$ cat config.mk
export PLATFORM = sky130hd
export DESIGN_NAME = dcr_sqrt_cell
export DESIGN_NICKNAME = d
export VERILOG_FILES = /design/src/hw/rtl/dcr_sqrt_cell.sv
export SDC_FILE = /design/constraint.sdc
export NUM_CORES = 1
export LEC_CHECK = 0
export ABC_CLOCK_PERIOD_IN_PS = 4410
export BUFFER_PORTS_ARGS = -buffer_cell sky130_fd_sc_hd__buf_2
export CAP_MARGIN = 20
export CORE_ASPECT_RATIO = 1.4
export CORE_UTILIZATION = 30
export CTS_CLUSTER_DIAMETER = 80
export DETAILED_ROUTE_END_ITERATION = 10
export SETUP_SLACK_MARGIN = 0.15
export SLEW_MARGIN = 20
export SYNTH_ARGS = -nofsm -noshare
export SYNTH_HDL_FRONTEND = slang
export SYNTH_SLANG_ARGS = --single-unit
$ cat constraint.sdc
create_clock -name clk -period 4.41 [get_ports clk]
set_clock_uncertainty 0.15 [all_clocks]
set_input_delay 1.1025 -clock clk [delete_from_list [all_inputs] [get_ports clk]]
set_output_delay 1.1025 -clock clk [all_outputs]
set_load 0.02 [all_outputs]
$ cat src/hw/rtl/dcr_sqrt_cell.sv
// one restoring square root step: one root bit per cell
module dcr_sqrt_cell #(
  parameter int RW = 25
) (
  input  logic            clk,
  input  logic            en,
  input  logic [RW+1:0]   rem_i,
  input  logic [RW-1:0]   root_i,
  input  logic [2*RW-1:0] rad_i,
  output logic [RW+1:0]   rem_r,
  output logic [RW-1:0]   root_r,
  output logic [2*RW-1:0] rad_r
);
  logic [RW+1:0] t;
  logic [RW+1:0] trial;
  logic          ge;

  always_comb begin
    t     = {rem_i[RW-1:0], rad_i[2*RW-1 -: 2]};
    trial = {root_i, 2'b01};
    ge    = (t >= trial);
  end

  always_ff @(posedge clk) begin
    if (en) begin
      rem_r  <= ge ? (t - trial) : t;
      root_r <= {root_i[RW-2:0], ge};
      rad_r  <= {rad_i[2*RW-3:0], 2'b00};
    end
  end
endmodule

==> impl_metrics.toml, run 1 <==
[status]
outcome = "complete, no violations"

[sta]
report.final.setup_viol = 0
unrepaired_setup_endpoints_after_global_routing = "no"
period_needed_ns = 3.678
slew_headroom_pct = 54.46
slew_viol_final = 0
hold_violation_total_from_the_final_report = 0
period_utilization_post_route_pct = 83.41
tightest_slew_ns = 0.6831
achievable-frequency_ghz = 0.2719
totalNegativeSetupSlack_ns = 0
finalWorstSetupSlack_ns = 0.7317

[clock_tree]
cts_made_buffers = 9
cts_max_path_buffers = 2
clock_sink_total = 100
worst_setup_hold_path_clk_slew_ns = 0.08
cts.repair_timing.setup_buffer_count = 0
cts-htree-levels = 3
cts.root.buffer_cell = "clkbuf_16"
cts_tree = "built"
cts.repair.resized = 0
ctsHoldBuffers = 0

[layout]
post_route_cells_drive_above_1_share_pct = 38.06
syn_to_final_growth_pct = 31.37
mostFrequentLayoutCell = "buf_2"
mostFrequentLayoutCells = "200 x buf_2, 100 x edfxtp_1, 39 x nand2_1"
fin_nets = 726
final-instance-count-excl-fill = 796
finish.instance_area_sq_mm = 0.006366

[synth]
postSynthRegisterBits = 100
netlist_area_sq_mm = 0.004846
ys_types = 51
postSynth.asyncResetShare_pct = 0
synth-warning-count = 0
syn-mean-instance-area_sq_um = 12.33
number_of_synthesized_flops_with_an_enable_pin = 100
number_of_cells_produced_by_synthesis = 393
synth.yosys.seq_area_share_pct = 61.97
top_ff_cell_synth = "edfxtp_1"

[floorplan]
floorplan.die_area_sq_mm = 0.01667
x_dimension_of_the_die_um = 109.4
core-area_sq_mm = 0.01568
start_util_pct = 30.91
rows = 54
floorplan_die_height_um = 152.4
io_pins = 206

[worst_setup_path]
setup.worst_path.end_class = "register"
worstPathMaxFanout = 6
data_arrival_time_at_the_worst_slack_endpoint_ns = 3.62
cp-startpoint = "root_i[7]"
setup.worst_path.end = "rem_r[26]"
setup.worst_path.start_class = "primary input"
cp_slowest_cell = "a221o_1"
worstPathCellList = "buf_2 > inv_1 > ha_1 > a21oi_2 > o21ai_1 > a21o_1 > a211o_1 > a221o_1 > o21a_1 > a2111o_1 > o221a_2"
critical_path.max_stage_delay_ns = 0.41
timing.critical_path.required_ns = 4.36
timing.setup.critical_path_class = "in2reg"

[global_route]
grt_start_max_net_pins = 56
antenna_found_initial = 0
grt_first_pass_wirelength_mm = 17.94
grt.total_usage_pct = 14.04
global_route.overflow_total = 0
grt_pass1_vias = 3677

[route]
num_vias = 3706
remaining_drc_errors = 0
wl_mm = 11.93
ant_nets = 0
viasPerCell = 4.656
drtPass1Iterations = 4
first_iter_violations = 113
detail_route.wl_per_cell_um = 14.98

[place]
dpl_cell_area_sq_mm = 0.006081
dp_hpwl_mm = 9.263
port-buffer-count = 201
gp_routability_congestion = 0.8461
dpl.cell_count = 780
place_worst_setup_slack_ns = 0.3982

[power_and_ir_drop]
power_leakage_nw = 2.851
power_per_cell_area_mw_per_mm2 = 391.7
vdd_ir_drop_max_uv = 177.1

[worst_hold_path]
min_path_type = "in2reg"

[job]
timing.max_cap.violations = 0
[Yosys cell counts (all sizes together) (2+ instances only)]
cell type / n / area, sq um
inv: 35 / 131.4
a21boi: 2 / 15.02
xnor2: 12 / 105.1
xor2: 9 / 78.83
nand2: 39 / 146.4
o21bai: 3 / 22.52
and2: 2 / 12.51
or3: 3 / 18.77
nand4: 7 / 43.79
nand3: 3 / 15.01
a21oi: 22 / 113.9
o211ai: 2 / 15.01
mux2: 2 / 22.52
a21o: 10 / 75.07
o21a: 6 / 45.04
buf: 7 / 42.54
nand2b: 4 / 25.02
a211o: 2 / 17.52
clkbuf: 7 / 26.28
nor3: 6 / 30.03
nor2b: 5 / 31.28
ha: 27 / 337.8
a31oi: 2 / 27.53
edfxtp: 100 / 3003
a211oi: 2 / 15.01
o31ai: 3 / 22.52
nor2: 18 / 67.56
and3: 3 / 18.77
o21ai: 34 / 170.2
[kinds of logic (layout without fill, tap and decap cells)]
group                    count (synthesis)  after routing  share of synthesized area [%]
flip-flops                             100            100                          61.97
buffers and inverters                   49            254                          4.131
other                                    1              3                        0.07739
AND/OR/NAND/NOR                         94             94                          9.063
adder cells (fa/ha/maj)                 27             27                          6.971
AO/OA/AOI/OAI                           99             99                          13.53
XOR/XNOR                                21             21                          3.796
multiplexers                             2              2                         0.4647
[metrics by stage]
| step | util, % | hold slack [ns] | power [mW] |
|---|---|---|---|
| floorplan | - | 1.051 | 1.549 |
| global placement | 38.79 | 1.129 | 1.755 |
| detailed placement | 38.79 | 1.131 | 1.763 |
| CTS | 40.60 | 0.7582 | 2.537 |
| global route | 40.60 | 0.7545 | 2.628 |
| finish | 40.61 | 0.7751 | 2.493 |
[per-layer routing]
metal  track usage (%)  wire (um)  vias to the layer above
li1                  -          -                     1844
met1             15.54       4758                     1706
met2             25.61       6141                      143
met3             3.636        858                       13
met4             4.317        169                        0
met5                 0          0                        -
[layout make-up]
| cell class | instances | area [sq um] |
|---|---|---|
| Tap cell | 196 | 245.2 |
| Inverter | 35 | 131.4 |
| Clock buffer | 9 | 225.2 |
| Multi-Input combinational cell | 245 | 1658 |
| Antenna cell | 1 | 2.502 |
| Timing Repair Buffer | 204 | 1044 |
| Clock inverter | 6 | 57.56 |
| Fill cell | 1539 | 9309 |
| Sequential cell | 100 | 3003 |
[worst min path at each step]
stage	start	endpoint	slack, ns	cells after the start
2_1_floorplan	rad_i[8]	rad_r[10]	1.05	0
3_3_place_gp	rad_i[24]	rad_r[26]	1.13	1
3_5_place_dp	rad_i[19]	rad_r[21]	1.13	1
4_1_cts	rad_i[37]	rad_r[39]	0.76	1
5_1_grt	rad_i[46]	rad_r[48]	0.75	1
6_report	rad_i[11]	rad_r[13]	0.78	1
[sequential cells by signal, indices dropped and copies added (netlist names)]
| name | cells |
|---|---|
| rad_r | 48 |
| rem_r | 27 |
| root_r | 25 |
[where the power goes]
group | leakage [nW] | switching (mW) | internal [mW]
registers | 0.978 | 0.0212 | 1.16
logic | 1.73 | 0.350 | 0.208
clock network | 0.139 | 0.367 | 0.392
total | 2.85 | 0.738 | 1.76
[critical path: cells and delay by family]
family / cells / cell delay, ns
AOI/OAI and AO/OA: 8 / 2.00
adders and majority gates: 1 / 0.39
buffers and inverters: 2 / 0.14
Note: power is estimated with default switching activity, not from simulation.
==> run 2, diff against run 1 <==
--- a/config.mk
+++ b/config.mk
@@ -5,7 +5,8 @@
 export SDC_FILE = /design/constraint.sdc
 export NUM_CORES = 1
 export LEC_CHECK = 0
-export ABC_CLOCK_PERIOD_IN_PS = 4410
+export ABC_AREA = 1
+export ABC_CLOCK_PERIOD_IN_PS = 3200
 export BUFFER_PORTS_ARGS = -buffer_cell sky130_fd_sc_hd__buf_2
 export CAP_MARGIN = 20
 export CORE_ASPECT_RATIO = 1.4
==> constraint.sdc (replaced) <==
create_clock -name clk -period 3.2 [get_ports clk]
set_clock_uncertainty 0.15 [all_clocks]
set_input_delay 0.8 -clock clk [delete_from_list [all_inputs] [get_ports clk]]
set_output_delay 0.8 -clock clk [all_outputs]
set_load 0.02 [all_outputs]
==> run 2 against run 1 <==
  * Sequential share of layout area decreased by 5.6 points
  * Critical path type unchanged
  * Sequential power increased by 37%
  * Critical endpoint is now rem_r[1]
  * Largest cell class unchanged
  * Highest routed layer unchanged
  * Die area increased by 15%
==> impl_metrics.toml, run 2 <==
[layout]
post_route_cells_drive_above_1_share_pct = 28.04
syn_to_final_growth_pct = 29.27
post-route-util_pct = 39.94
finish.instance_area_sq_mm = 0.007217
largestRegisters = "rad_r (48), rem_r (27), root_r (25)"
mostFrequentLayoutCell = "nand2_1"
inserted_diodes = 0
multi_input_area_sq_mm = 0.002007
fin_nets = 982
seq_area_sq_mm = 0.003003
largest_reg_flops = 48
mostFrequentLayoutCells = "216 x nand2_1, 200 x buf_2, 137 x inv_1"
final-instance-count-excl-fill = 1096
number_of_fill_cells = 1882
max_flop_register = "rad_r"

[worst_setup_path]
critical_path.max_stage_delay_ns = 0.32
timing.setup.critical_path_class = "in2reg"
timing.critical_path.required_ns = 3.15
path_buf_inv = 3
cp_slowest_cell = "ha_1"
critical_path.top_delay_family = "simple AND/OR/NAND/NOR gates"
setup.worst_path.end_class = "register"
worstPathMaxFanout = 9
setup.worst_path.start_class = "primary input"
worstPathCellList = "buf_2 > inv_1 > ha_1 > a21oi_1 > nor2_1 > nor2_1 > nand2_1 > a21oi_4 > nand3_2 > buf_4 > nand2_1 > o21ai_0"
data_arrival_time_at_the_worst_slack_endpoint_ns = 2.58

[synth]
synth_compound_area_share_pct = 2.757
synthMuxAreaShare_pct = 0
synth-warning-count = 0
synth_simple_gate_area_share_pct = 24.81
top_ff_cell_synth = "edfxtp_1"
number_of_synthesized_flops_with_an_enable_pin = 100
yosys-top-cells-count = "216 x nand2_1, 137 x inv_1, 100 x edfxtp_1, 34 x nor2_1, 32 x nand3_1"
synth.yosys.seq_area_share_pct = 53.79
postSynthRegisterBits = 100
post-synth-top-area-cell = "edfxtp_1"
syn-mean-instance-area_sq_um = 8.751
synth_top_family_by_area = "simple AND/OR/NAND/NOR gates"
netlist_area_sq_mm = 0.005583
number_of_cells_produced_by_synthesis = 638
ys_types = 29
synth_xor_area_share_pct = 2.196
postSynth.asyncResetShare_pct = 0
most_used_standard_cell_by_instance_count_after_synthesis = "nand2_1"
synth.area.top_cells = "edfxtp_1 54%, nand2_1 15%, inv_1 9.2%"
synth-adder-area-share_pct = 6.051
synth_top_area_share_pct = 53.79

[floorplan]
start_util_pct = 30.90
core-area_sq_mm = 0.01807
floorplan.die_area_sq_mm = 0.01917
rows = 58
io_pins = 206
floorplan_die_height_um = 163.4
x_dimension_of_the_die_um = 117.3

[route]
num_vias = 4640
first_iter_violations = 258
wl_mm = 14.62
viasPerCell = 4.234
remaining_drc_errors = 0
ant_nets = 0
detail_route.wl_per_cell_um = 13.33
drtPass1Iterations = 4

[place]
dpl_cell_area_sq_mm = 0.006929
place_worst_setup_slack_ns = 0.1669
port-buffer-count = 201
gp_routability_congestion = 0.9100
dpl.cell_count = 1080
dp_hpwl_mm = 11.80

[power_and_ir_drop]
power_leakage_nw = 3.740
power_switching_mw = 1.105
overall_power_mw = 3.531
power_report.internal_total_mw = 2.426
power_per_cell_area_mw_per_mm2 = 489.3
power_frac_comb_pct = 24.4
portion_of_total_power_attributed_to_sequential_cells_pct = 45.8
vdd_ir_drop_max_uv = 186.9
clock_power_share_pct = 29.9
switching_power_as_a_share_of_total_power_pct = 31.29

[clock_tree]
cts.repair.resized = 0
cts-htree-levels = 3
cts_tree = "built"
cts_made_buffers = 9
cts.root.buffer_cell = "clkbuf_16"
cts.repair_timing.setup_buffer_count = 0
clock_sink_total = 100
worst_setup_hold_path_clk_slew_ns = 0.07
cts_max_path_buffers = 2
ctsHoldBuffers = 0

[sta]
report.final.setup_viol = 0
achievable-frequency_ghz = 0.3800
unrepaired_setup_endpoints_after_global_routing = "no"
hold_slack_ns = 0.4708
period_needed_ns = 2.632
hold_violation_total_from_the_final_report = 0
slew_viol_final = 0
finalWorstSetupSlack_ns = 0.5682
totalNegativeSetupSlack_ns = 0
period_utilization_post_route_pct = 82.24

[global_route]
antenna_found_initial = 0
grt_first_pass_wirelength_mm = 22.00
grt_start_max_net_pins = 78
global_route.overflow_total = 0
grt.total_usage_pct = 15.45
grt_pass1_vias = 4465

[worst_hold_path]
min_path_type = "in2reg"

[status]
outcome = "complete, no violations"

[job]
timing.max_cap.violations = 0
[run 2: cell families (layout without fill, tap and decap cells)]
logic type,count (synthesis),count (layout)
AND/OR/NAND/NOR,321,321
adder cells (fa/ha/maj),27,27
AO/OA/AOI/OAI,28,28
other,1,2
flip-flops,100,100
XOR/XNOR,14,14
buffers and inverters,147,364
[run 2: metal layers]
| layer | global-route usage (%) | up-vias | part of all wire (%) |
|---|---|---|---|
| met5 | 0 | - | 0 |
| met4 | 4.545 | 0 | 1.0 |
| met3 | 3.451 | 7 | 6.4 |
| met2 | 29.39 | 141 | 53 |
| met1 | 16.55 | 2040 | 39 |
| li1 | - | 2452 | - |
[run 2: final cells by class]
cell class                 instances  area share [%]
sequential                       100           41.61
multi-input combinational        392           27.81
timing repair buffer             210           15.26
inverter                         138           7.178
tap                              240           4.161
clock inverter                     7          0.8669
clock buffer                       9           3.121
[run 2: worst paths after layout]
check        from  depth (start not counted)   endpoint
max    root_i[22]                         12   rem_r[1]
min     rad_i[33]                          1  rad_r[35]
[run 2: power by group through the flow]
| stage | Clock, mW | Combinational (mW) | Sequential (mW) |
|---|---|---|---|
| after floorplan | 0 | 0.370 | 1.82 |
| after global placement | 0 | 0.867 | 1.65 |
| after detailed placement | 0 | 0.875 | 1.65 |
| after CTS | 1.09 | 0.878 | 1.62 |
| after global routing | 1.13 | 0.968 | 1.63 |
| final | 1.05 | 0.860 | 1.62 |
