File: src/hw/rtl/dcr_div_cell.sv
// one restoring division step for the x and y lanes, shared divisor
module dcr_div_cell #(
  parameter int DW = 26,
  parameter int QW = 25
) (
  input  logic          clk,
  input  logic          en,
  input  logic [DW-1:0] dvs_i,
  input  logic [DW-1:0] rem_x_i,
  input  logic [QW-1:0] num_x_i,
  input  logic [DW-1:0] rem_y_i,
  input  logic [QW-1:0] num_y_i,
  output logic [DW-1:0] dvs_r,
  output logic [DW-1:0] rem_x_r,
  output logic [QW-1:0] num_x_r,
  output logic [DW-1:0] rem_y_r,
  output logic [QW-1:0] num_y_r
);
  logic [DW:0] tx, ty, dd, sx, sy;
  logic        gx, gy;

  always_comb begin
    tx = {rem_x_i, num_x_i[QW-1]};
    ty = {rem_y_i, num_y_i[QW-1]};
    dd = {1'b0, dvs_i};
    gx = (tx >= dd);
    gy = (ty >= dd);
    sx = gx ? (tx - dd) : tx;
    sy = gy ? (ty - dd) : ty;
  end

  // quotient bits shift in where numerator bits leave
  always_ff @(posedge clk) begin
    if (en) begin
      dvs_r   <= dvs_i;
      rem_x_r <= sx[DW-1:0];
      rem_y_r <= sy[DW-1:0];
      num_x_r <= {num_x_i[QW-2:0], gx};
      num_y_r <= {num_y_i[QW-2:0], gy};
    end
  end
endmodule

File: config.mk
export PLATFORM = sky130hd
export DESIGN_NAME = dcr_div_cell
export DESIGN_NICKNAME = d
export VERILOG_FILES = /design/src/hw/rtl/dcr_div_cell.sv
export SDC_FILE = /design/constraint.sdc
export NUM_CORES = 1
export LEC_CHECK = 0
export ABC_AREA = 1
export ABC_CLOCK_PERIOD_IN_PS = 4100
export BUFFER_PORTS_ARGS = -buffer_cell sky130_fd_sc_hd__buf_2
export CAP_MARGIN = 20
export CELL_PAD_IN_SITES_DETAIL_PLACEMENT = 0
export CELL_PAD_IN_SITES_GLOBAL_PLACEMENT = 1
export CORE_UTILIZATION = 41
export CTS_BUF_LIST = sky130_fd_sc_hd__clkbuf_8 sky130_fd_sc_hd__clkbuf_16
export CTS_CLUSTER_SIZE = 16
export DETAILED_ROUTE_END_ITERATION = 10
export GPL_TIMING_DRIVEN = 0
export HOLD_SLACK_MARGIN = 0.06
export PLACE_DENSITY_LB_ADDON = 0.25
export SYNTH_ARGS = -nofsm -noshare
export SYNTH_HDL_FRONTEND = slang
export SYNTH_SLANG_ARGS = --single-unit
File: constraint.sdc
create_clock -name clk -period 4.1 [get_ports clk]
set_clock_uncertainty 0.15 [all_clocks]
set_input_delay 0.615 -clock clk [delete_from_list [all_inputs] [get_ports clk]]
set_output_delay 0.615 -clock clk [all_outputs]
set_load 0.01 [all_outputs]
==> flow_summary_export.csv, run 1 <==
group,metric,value,unit
cts,cts_sinks,128,
synth,synth_fa_ha_area_frac,0.0802,
synth,netlist_area,8620,um2
sta,fin_ws,1400,ps
route,ant_nets,0,
placed_design,place_congestion,0.902,
cts,cts_tree,"yes",
critical_path,crit_slowest_cell,"clkbuf_1",
synth,yosysTopAreaCell,"edfxtp_1",
synth,syn_nets,1299,
floorplan,die_w,147,um
route,vias_per_cell,4.73,
critical_path,startpoint_type,"input pin",
layout,area_growth,25.8,%
synth,synth_top_family_by_area,"simple AND/OR/NAND/NOR gates",
route,num_vias,7922,
critical_path,crit_required,4240,ps
synth,synth_compound_area_frac,0.0354,
sta,holdWs,206,ps
cts,ctsLongestPathBuffers,2,
sta,worstMarginPinSlew,562,ps
floorplan,pin_count,258,
sta,fmax,370,MHz
power_and_ir_drop,ir_worst_vdd,0.283,mV
critical_path,path_cells,"buf_2 > inv_1 > ha_1 > nand2_1 > nand2_1 > nand2_1 > nand2_1 > nand2_1 > nand2_1 > a21oi_2 > clkbuf_1 > nand4_1 > nand2_1",
synth,avgSynthCellArea,7.73,um2
critical_path,cp-end-kind,"flop",
cts,clk_pin_slew,70,ps
sta,fin_tns_setup,0,ps
critical_path,path_class,"input pin to flop",
global_routing,gr-usage-met2,0.389,
floorplan,initial_utilization,0.422,
layout,drive_above_1_share,0.229,
synth,syn_inst,1115,
floorplan,core,20400,um2
synth,synthFlopType,"edfxtp_1",
sta,maxSlewHeadroom,0.625,
placed_design,dp_hpwl,21.1,mm
placed_design,pre_cts_ws,1000,ps
sta,fin_crit,2700,ps
sta,slew_viol_final,0,
hold_path,hold_path_class,"input pin to flop",
hold_path,min_delay_path_depth,1,
global_routing,met3_usage,0.0466,
cts,cts_inserted_buffers,17,
global_routing,grt_use_total,0.239,
power_and_ir_drop,p_per_area,385,nW/um2
route,drt-total-wl,25.9,mm
placed_design,placed_area,10300,um2
cts,ctsHoldBuffers,0,
global_routing,grt_pass1_wl,39.2,mm
global_routing,grt_util_met1,0.324,
placed_design,port_buffers,257,
synth,synth-seq-area-share,0.446,
cts,postCtsSetupBuffers,0,
critical_path,critPathMaxStageDelay,480,ps
global_routing,overflow,0,
floorplan,dieHeight,147,um
route,drc,0,
global_routing,grt_max_degree,89,
status,status,"completed",
flow_run,drv_cap,0,
floorplan,dieArea,21600,um2
cts,cts_resized,0,
synth,ys.warnings.count,0,
sta,rsz0062_at_grt,"false",
route,drtIter0Drc,417,
route,firstDrtPassIters,5,
power_and_ir_drop,p_leak,0.00582,uW
synth,synth-edff-count,128,
global_routing,antenna_found_initial,2,
cts,htree_levels,4,
critical_path,cp_max_fo,10,
floorplan,num_rows,52,
global_routing,busiest_layer,"met2",
synth,synthXorXnorAreaFrac,0.0244,
layout,final_area,10800,um2
synth,synthSimpleGateAreaFrac,0.298,
cts,ctsRootBufferMaster,"clkbuf_16",
route,wl_per_cell,15.4,um
synth,async_flop_share,0,
synth,ys_top_cells_by_area,"edfxtp_1 (45%), nand2_1 (18%), inv_1 (10%)",
global_routing,first_global_vias,7290,
critical_path,cp.arrival,2850,ps
layout,nets,1576,
synth,synth_mux_area_frac,0,
critical_path,cpMostUsedCell,"nand2_1",
sta,min_period_over_period,0.660,
sta,hold_viol_final,0,
hold_path,min_to,"num_y_r[1]",
hold_path,min_from,"num_y_i[0]",
synth,synth_seq_cells,128,
synth,synth_top_area_frac,0.446,
sta,setup_viol_count_final,0,
layout,final_core_util,0.531,
synth,ys_types,31,
-- kinds of logic after synthesis --
family | Yosys count
AND/OR/NAND/NOR | 602
buffers and inverters | 250
XOR/XNOR | 24
flip-flops | 128
AO/OA/AOI/OAI | 57
adder cells (fa/ha/maj) | 54
-- placed cells by master, fill, tap and decap left out, types with 2 or more instances in the layout --
cell type	n
nand2_1	405
buf_2	258
inv_1	236
edfxtp_1	128
nand3_1	61
nor2_1	60
ha_1	52
nand4_1	38
a21oi_1	23
xor2_1	23
o21ai_0	17
clkbuf_16	17
o21ai_1	13
nand3b_1	10
nor2_2	9
buf_6	9
inv_6	6
inv_8	5
nand2_2	4
clkbuf_1	4
nor3_1	3
nand4_2	2
nor4_1	2
o21bai_1	2
or2_2	2
or2_1	2
fa_1	2
clkinvlp_4	2
-- metal layers --
layer  wire, um  share of wire
met4        389          0.015
met3       1920          0.074
met5         16        0.00062
met2      11800           0.46
met1      11800           0.45
-- through the flow --
step                power [uW]  std cells
CTS                       4210       1675
global placement          2700       1642
floorplan                 2300       1115
global route              4390       1676
detailed placement        2710       1643
finish                    4170       1676
-- power breakdown --
| part | switching [uW] | total [uW] | internal [uW] |
|---|---|---|---|
| clock network | 690 | 1490 | 804 |
| logic | 648 | 1030 | 380 |
| registers | 33.5 | 1650 | 1620 |
-- registers in the layout (all words and copies together), names as in the netlist --
name and cells:
num_y_r 25, rem_x_r 26, rem_y_r 26, dvs_r 26, num_x_r 25
-- area by class of cell --
cell class / instances / area, um2
Tap cell: 270 / 338
Fill cell: 1992 / 9590
Clock inverter: 15 / 138
Sequential cell: 128 / 3840
Buffer: 14 / 115
Inverter: 236 / 886
Clock buffer: 17 / 425
Timing Repair Buffer: 258 / 1320
Multi-Input combinational cell: 737 / 3770
Antenna cell: 1 / 2.50
-- synthesized netlist by cell type, types with 2 or more instances --
cell	n
nand4_2	2
nand3b_1	10
nor2_1	60
nand4_1	38
nand2_2	4
o21bai_1	2
nor4_1	2
ha_1	52
xor2_1	23
or2_2	2
clkbuf_1	4
fa_1	2
inv_1	236
or2_1	2
buf_6	8
nand3_1	61
a21oi_1	23
nor2_2	9
edfxtp_1	128
nand2_1	405
nor3_1	3
o21ai_1	13
buf_2	2
o21ai_0	17
-- critical path, delay by kind of cell --
kind	cells	cell delay, ps
AND/OR/NAND/NOR	8	820
buffers and inverters	3	760
adder cells (fa/ha/maj)	1	370
AO/OA/AOI/OAI	1	270
-- worst max-delay path by stage --
stage | startpoint | to | slack, ps | cells after the start
CTS | dvs_i[12] | rem_y_r[17] | 1450 | 13
global route | dvs_i[12] | rem_y_r[17] | 1320 | 13
finish | dvs_i[12] | rem_y_r[14] | 1400 | 13
floorplan | num_y_i[24] | rem_y_r[14] | 1590 | 13
detailed placement | dvs_i[12] | rem_y_r[17] | 1000 | 13
global placement | en | dvs_r[12] | 840 | 1
(Power assumes the default switching activity.)
==> inputs of run 2 (changes only) <==
--- a/config.mk
+++ b/config.mk
@@ -6,12 +6,12 @@
 export NUM_CORES = 1
 export LEC_CHECK = 0
 export ABC_AREA = 1
-export ABC_CLOCK_PERIOD_IN_PS = 4100
+export ABC_CLOCK_PERIOD_IN_PS = 2400
 export BUFFER_PORTS_ARGS = -buffer_cell sky130_fd_sc_hd__buf_2
 export CAP_MARGIN = 20
 export CELL_PAD_IN_SITES_DETAIL_PLACEMENT = 0
 export CELL_PAD_IN_SITES_GLOBAL_PLACEMENT = 1
-export CORE_UTILIZATION = 41
+export CORE_UTILIZATION = 34
 export CTS_BUF_LIST = sky130_fd_sc_hd__clkbuf_8 sky130_fd_sc_hd__clkbuf_16
 export CTS_CLUSTER_SIZE = 16
 export DETAILED_ROUTE_END_ITERATION = 10
==> constraint.sdc (replaced) <==
create_clock -name clk -period 2.4 [get_ports clk]
set_clock_uncertainty 0.15 [all_clocks]
set_input_delay 0.36 -clock clk [delete_from_list [all_inputs] [get_ports clk]]
set_output_delay 0.36 -clock clk [all_outputs]
set_load 0.01 [all_outputs]
==> run 2 against run 1 <==
  * Combinational power increased by 83%
  * Non-clock buffer count is 74 higher
  * Critical path depth decreased by 1
==> flow_summary_export.csv, run 2 (same netlist as run 1, synthesis figures left out) <==
group,metric,value,unit
hold_path,min_delay_path_depth,3,
cts,htree_levels,4,
layout,final_common_cell,"nand2_1",
critical_path,startpoint_type,"input pin",
global_routing,overflow,0,
sta,fin_crit,2280,ps
critical_path,cp.arrival,2300,ps
sta,min_period_over_period,0.948,
power_and_ir_drop,p_sw,2450,uW
sta,slew_viol_final,0,
floorplan,pin_count,258,
route,firstDrtPassIters,5,
floorplan,dieHeight,161,um
hold_path,hold_path_class,"input pin to flop",
global_routing,grt_use_total,0.220,
critical_path,crit_slowest_cell,"ha_1",
floorplan,dieArea,26000,um2
cts,clk_pin_slew,80,ps
placed_design,placed_area,10300,um2
route,drtIter0Drc,563,
sta,hold_viol_final,0,
route,ant_nets,0,
power_and_ir_drop,clkPwrFrac,0.359,
sta,fmax,439,MHz
placed_design,dp_hpwl,22.1,mm
status,status,"completed",
placed_design,port_buffers,257,
critical_path,critPathMaxStageDelay,320,ps
critical_path,path_class,"input pin to flop",
layout,final_area,11700,um2
cts,cts_inserted_buffers,17,
layout,area_growth,35.4,%
critical_path,cpMostUsedCell,"nand3_1",
power_and_ir_drop,ir_worst_vdd,0.319,mV
placed_design,place_congestion,0.822,
sta,fin_ws,124,ps
cts,cts_sinks,128,
layout,reg_top3,"dvs_r (26), rem_x_r (26), rem_y_r (26)",
hold_path,min_to,"rem_y_r[18]",
route,wl_per_cell,15.7,um
global_routing,grt_pass1_wl,43.3,mm
layout,drive_above_1_share,0.222,
route,drc,0,
sta,maxSlewHeadroom,0.686,
power_and_ir_drop,p_per_area,627,nW/um2
sta,worstMarginPinSlew,471,ps
route,drt-total-wl,28.3,mm
power_and_ir_drop,seqPwrFrac,0.385,
floorplan,num_rows,57,
power_and_ir_drop,switching_share,0.335,
placed_design,pre_cts_ws,-488,ps
hold_path,min_from,"rem_y_i[17]",
sta,setup_viol_count_final,0,
layout,layout_common_cells,"nand2_1 (405), buf_2 (258), inv_1 (236)",
route,num_vias,8215,
global_routing,antenna_found_initial,1,
floorplan,initial_utilization,0.350,
flow_run,drv_cap,0,
critical_path,path_cells,"buf_2 > inv_1 > ha_1 > nand3_1 > nand2_2 > nand3_1 > nand3_1 > nand2_2 > nand3_2 > buf_6 > nand3_1 > nand2_1",
cts,ctsRootBufferMaster,"clkbuf_16",
power_and_ir_drop,p_leak,0.00615,uW
global_routing,first_global_vias,7968,
layout,fill_cells,2509,
critical_path,crit_required,2430,ps
power_and_ir_drop,power,7320,uW
floorplan,die_w,161,um
layout,nets,1650,
power_and_ir_drop,p_comb_frac,0.257,
cts,ctsLongestPathBuffers,2,
critical_path,cp-end-kind,"flop",
route,vias_per_cell,4.55,
critical_path,cp_max_fo,10,
cts,cts_tree,"yes",
sta,rsz0062_at_grt,"false",
power_and_ir_drop,p_int,4870,uW
global_routing,grt_max_degree,91,
floorplan,core,24600,um2
## run 2: repair_timing
| item | CTS | global route |
|---|---|---|
| hold buffers | 73 | 1 |
| endpoints found under the hold margin | 73 | 1 |
| buffers inserted | 0 | 0 |
| gates resized for setup | 1 | 10 |
| endpoints found under the setup margin | 5 | 11 |
## run 2: layout make-up
class | instances | area (um2) | share of cell area
Antenna cell | 1 | 2.50 | 0.000214
Tap cell | 324 | 405 | 0.0347
Sequential cell | 128 | 3840 | 0.329
Multi-Input combinational cell | 737 | 3790 | 0.325
Buffer | 14 | 120 | 0.0103
Timing Repair Buffer | 332 | 2060 | 0.177
Clock buffer | 17 | 425 | 0.0364
Inverter | 236 | 886 | 0.0759
Clock inverter | 15 | 138 | 0.0118
## run 2: worst max path at each step
stage / endpoint / cells past startpoint / slack (ps) / startpoint
after detailed placement: rem_x_r[5] / 11 / -490 / dvs_i[7]
after CTS: rem_y_r[14] / 13 / 70 / dvs_i[13]
after global placement: num_y_r[19] / 1 / -660 / en
final: rem_y_r[20] / 12 / 120 / dvs_i[1]
after global routing: rem_y_r[14] / 11 / 20 / dvs_i[10]
after floorplan: rem_y_r[14] / 13 / 140 / num_y_i[24]
## run 2: power by group through the flow
stage	sequential, uW	combinational, uW	clock, uW
4_1_cts	2820	1880	2690
3_3_place_gp	2860	1760	0
2_1_floorplan	3010	920	0
5_1_grt	2840	2100	2770
6_report	2810	1880	2620
3_5_place_dp	2860	1780	0
## run 2: through the flow
| step | util | hold slack (ps) | TNS (ps) | std cells |
|---|---|---|---|---|
| 2_1_floorplan | - | 309 | 0 | 1115 |
| 3_3_place_gp | 0.419 | 386 | -99800 | 1696 |
| 3_5_place_dp | 0.420 | 388 | -18940 | 1697 |
| 4_1_cts | 0.473 | 64.1 | 0 | 1802 |
| 5_1_grt | 0.474 | 137 | 0 | 1803 |
| 6_report | 0.474 | 129 | 0 | 1804 |
## run 2: worst max-delay path, delay by kind of cell
kind | cells | cell delay [ps]
buffers and inverters | 3 | 530
and+or+nand+nor | 8 | 1080
adders and majority gates | 1 | 320
## run 2: per-layer routing
metal  routed length [um]  track usage  share of wire
met4                  330       0.0562          0.012
met3                 1600       0.0401          0.056
met2                13000        0.365           0.46
met1                13400        0.294           0.47
met5                    0            0              0
==> inputs of run 3 (changes only) <==
--- a/config.mk
+++ b/config.mk
@@ -8,14 +8,12 @@
 export ABC_AREA = 1
 export ABC_CLOCK_PERIOD_IN_PS = 2400
 export BUFFER_PORTS_ARGS = -buffer_cell sky130_fd_sc_hd__buf_2
-export CAP_MARGIN = 20
 export CELL_PAD_IN_SITES_DETAIL_PLACEMENT = 0
 export CELL_PAD_IN_SITES_GLOBAL_PLACEMENT = 1
 export CORE_UTILIZATION = 34
 export CTS_BUF_LIST = sky130_fd_sc_hd__clkbuf_8 sky130_fd_sc_hd__clkbuf_16
 export CTS_CLUSTER_SIZE = 16
 export DETAILED_ROUTE_END_ITERATION = 10
-export GPL_TIMING_DRIVEN = 0
 export HOLD_SLACK_MARGIN = 0.06
 export PLACE_DENSITY_LB_ADDON = 0.25
 export SYNTH_ARGS = -nofsm -noshare
==> run 3 against run 2 <==
  * Design area grew 7.7%
  * Power grew 3.5%
  * Fmax grew 8.3%
  * Sequential power is essentially flat
  * Critical path depth grew 1
  * First-iteration DRC count shrank 15%
  * Setup slack gained 180 ps
  * Utilization grew 3.7 points
  * Highest routed layer unchanged
  * Die area is the same
  * Combinational power grew 13%
  * Non-clock buffer count grew 117
  * Sequential cell count is the same
  * Critical endpoint is now rem_x_r[16]
==> flow_summary_export.csv, run 3 (same netlist as run 1, synthesis figures left out) <==
group,metric,value,unit
layout,final_area,12600,um2
sta,rsz0062_at_grt,"false",
floorplan,pin_count,258,
global_routing,antenna_found_initial,0,
layout,layout_common_cells,"nand2_1 (405), buf_2 (256), inv_1 (236)",
floorplan,dieHeight,161,um
cts,postCtsSetupBuffers,0,
power_and_ir_drop,p_per_area,602,nW/um2
layout,area_growth,45.9,%
floorplan,initial_utilization,0.350,
critical_path,crit_required,2430,ps
floorplan,die_w,161,um
cts,clk_pin_slew,70,ps
placed_design,port_buffers,257,
placed_design,place_congestion,0.880,
cts,ctsRootBufferMaster,"clkbuf_16",
power_and_ir_drop,p_leak,0.00674,uW
sta,fin_crit,2100,ps
floorplan,num_rows,57,
hold_path,min_to,"dvs_r[0]",
sta,fin_ws,299,ps
global_routing,overflow,0,
layout,nets,1767,
critical_path,cp-end-kind,"flop",
global_routing,first_global_vias,8313,
sta,setup_viol_count_final,0,
power_and_ir_drop,ir_worst_vdd,0.410,mV
route,wl_per_cell,15.3,um
cts,ctsLongestPathBuffers,2,
placed_design,placed_area,11300,um2
sta,hold_viol_final,0,
hold_path,min_from,"dvs_i[0]",
layout,final_common_cell,"nand2_1",
cts,cts_inserted_buffers,17,
placed_design,pre_cts_ws,-122,ps
power_and_ir_drop,power,7570,uW
floorplan,core,24600,um2
sta,min_period_over_period,0.875,
cts,cts_tree,"yes",
floorplan,dieArea,26000,um2
placed_design,dp_hpwl,23.1,mm
flow_run,drv_cap,0,
route,ant_nets,0,
critical_path,path_class,"input pin to flop",
critical_path,startpoint_type,"input pin",
cts,cts_sinks,128,
route,drtIter0Drc,480,
sta,slew_viol_final,0,
sta,maxSlewHeadroom,0.689,
global_routing,grt_use_total,0.228,
layout,fill_cells,2401,
status,status,"completed",
global_routing,grt_max_degree,80,
sta,worstMarginPinSlew,467,ps
route,firstDrtPassIters,5,
critical_path,critPathLaunch,"dvs_i[0]",
sta,holdWs,67.4,ps
route,drt-total-wl,29.3,mm
layout,reg_top3,"dvs_r (26), rem_x_r (26), rem_y_r (26)",
global_routing,grt_pass1_wl,44.8,mm
critical_path,cp_max_fo,4,
critical_path,cp.arrival,2140,ps
route,num_vias,8593,
route,drc,0,
hold_path,min_delay_path_depth,1,
route,vias_per_cell,4.47,
layout,drive_above_1_share,0.281,
cts,htree_levels,4,
sta,fmax,476,MHz
hold_path,hold_path_class,"input pin to flop",
## run 3: worst max-delay path, cell delays in order
cell and delay, ps:
buf_2 150, ha_1 160, inv_1 60, fa_1 380
inv_1 70, nor2_1 70, o21ai_0 210, nand2_1 200
nand2_1 100, nand2_1 60, xor2_1 140, nand2_1 90
nand2_1 70
## run 3: timing repair
action | 4_1_cts | 5_1_grt
hold buffers | 69 | 0
gates resized for setup | 0 | 0
endpoints found under the hold margin | 69 | 0
## run 3: per-stage QoR
step,cells,util,setup TNS [ps]
global placement,1819,0.460,-1510
CTS,1920,0.511,0
global route,1920,0.511,0
detailed placement,1819,0.460,-2780
finish,1921,0.511,0
floorplan,1115,-,0
## run 3: per-layer routing
layer,global-route usage,vias up,wire (um),part of all wire
li1,-,4468,-,-
met1,0.298,3779,13500,0.46
met2,0.378,308,13300,0.45
met3,0.0362,38,1700,0.058
met4,0.0819,0,777,0.027
met5,0,-,0,0
## run 3: layout make-up
| type | instances | area [um2] | share of cell area |
|---|---|---|---|
| Inverter | 236 | 886 | 0.0705 |
| Clock inverter | 15 | 141 | 0.0112 |
| Clock buffer | 17 | 425 | 0.0338 |
| Antenna cell | 1 | 2.50 | 0.000199 |
| Tap cell | 324 | 405 | 0.0322 |
| Timing Repair Buffer | 463 | 3100 | 0.246 |
| Multi-Input combinational cell | 737 | 3770 | 0.300 |
| Sequential cell | 128 | 3840 | 0.306 |
## run 3: how the worst max path moves through the flow
stage	endpoint	slack, ps	depth (start not counted)
global route	rem_x_r[18]	140	14
global placement	rem_y_r[22]	-70	12
CTS	rem_x_r[12]	300	13
detailed placement	rem_y_r[5]	-120	14
floorplan	rem_y_r[14]	140	13
finish	rem_x_r[16]	300	13
## run 3: power by group
part | total [uW] | internal [uW] | switching (uW)
combinational | 2120 | 944 | 1180
clock | 2620 | 1380 | 1240
sequential | 2830 | 2760 | 67.3
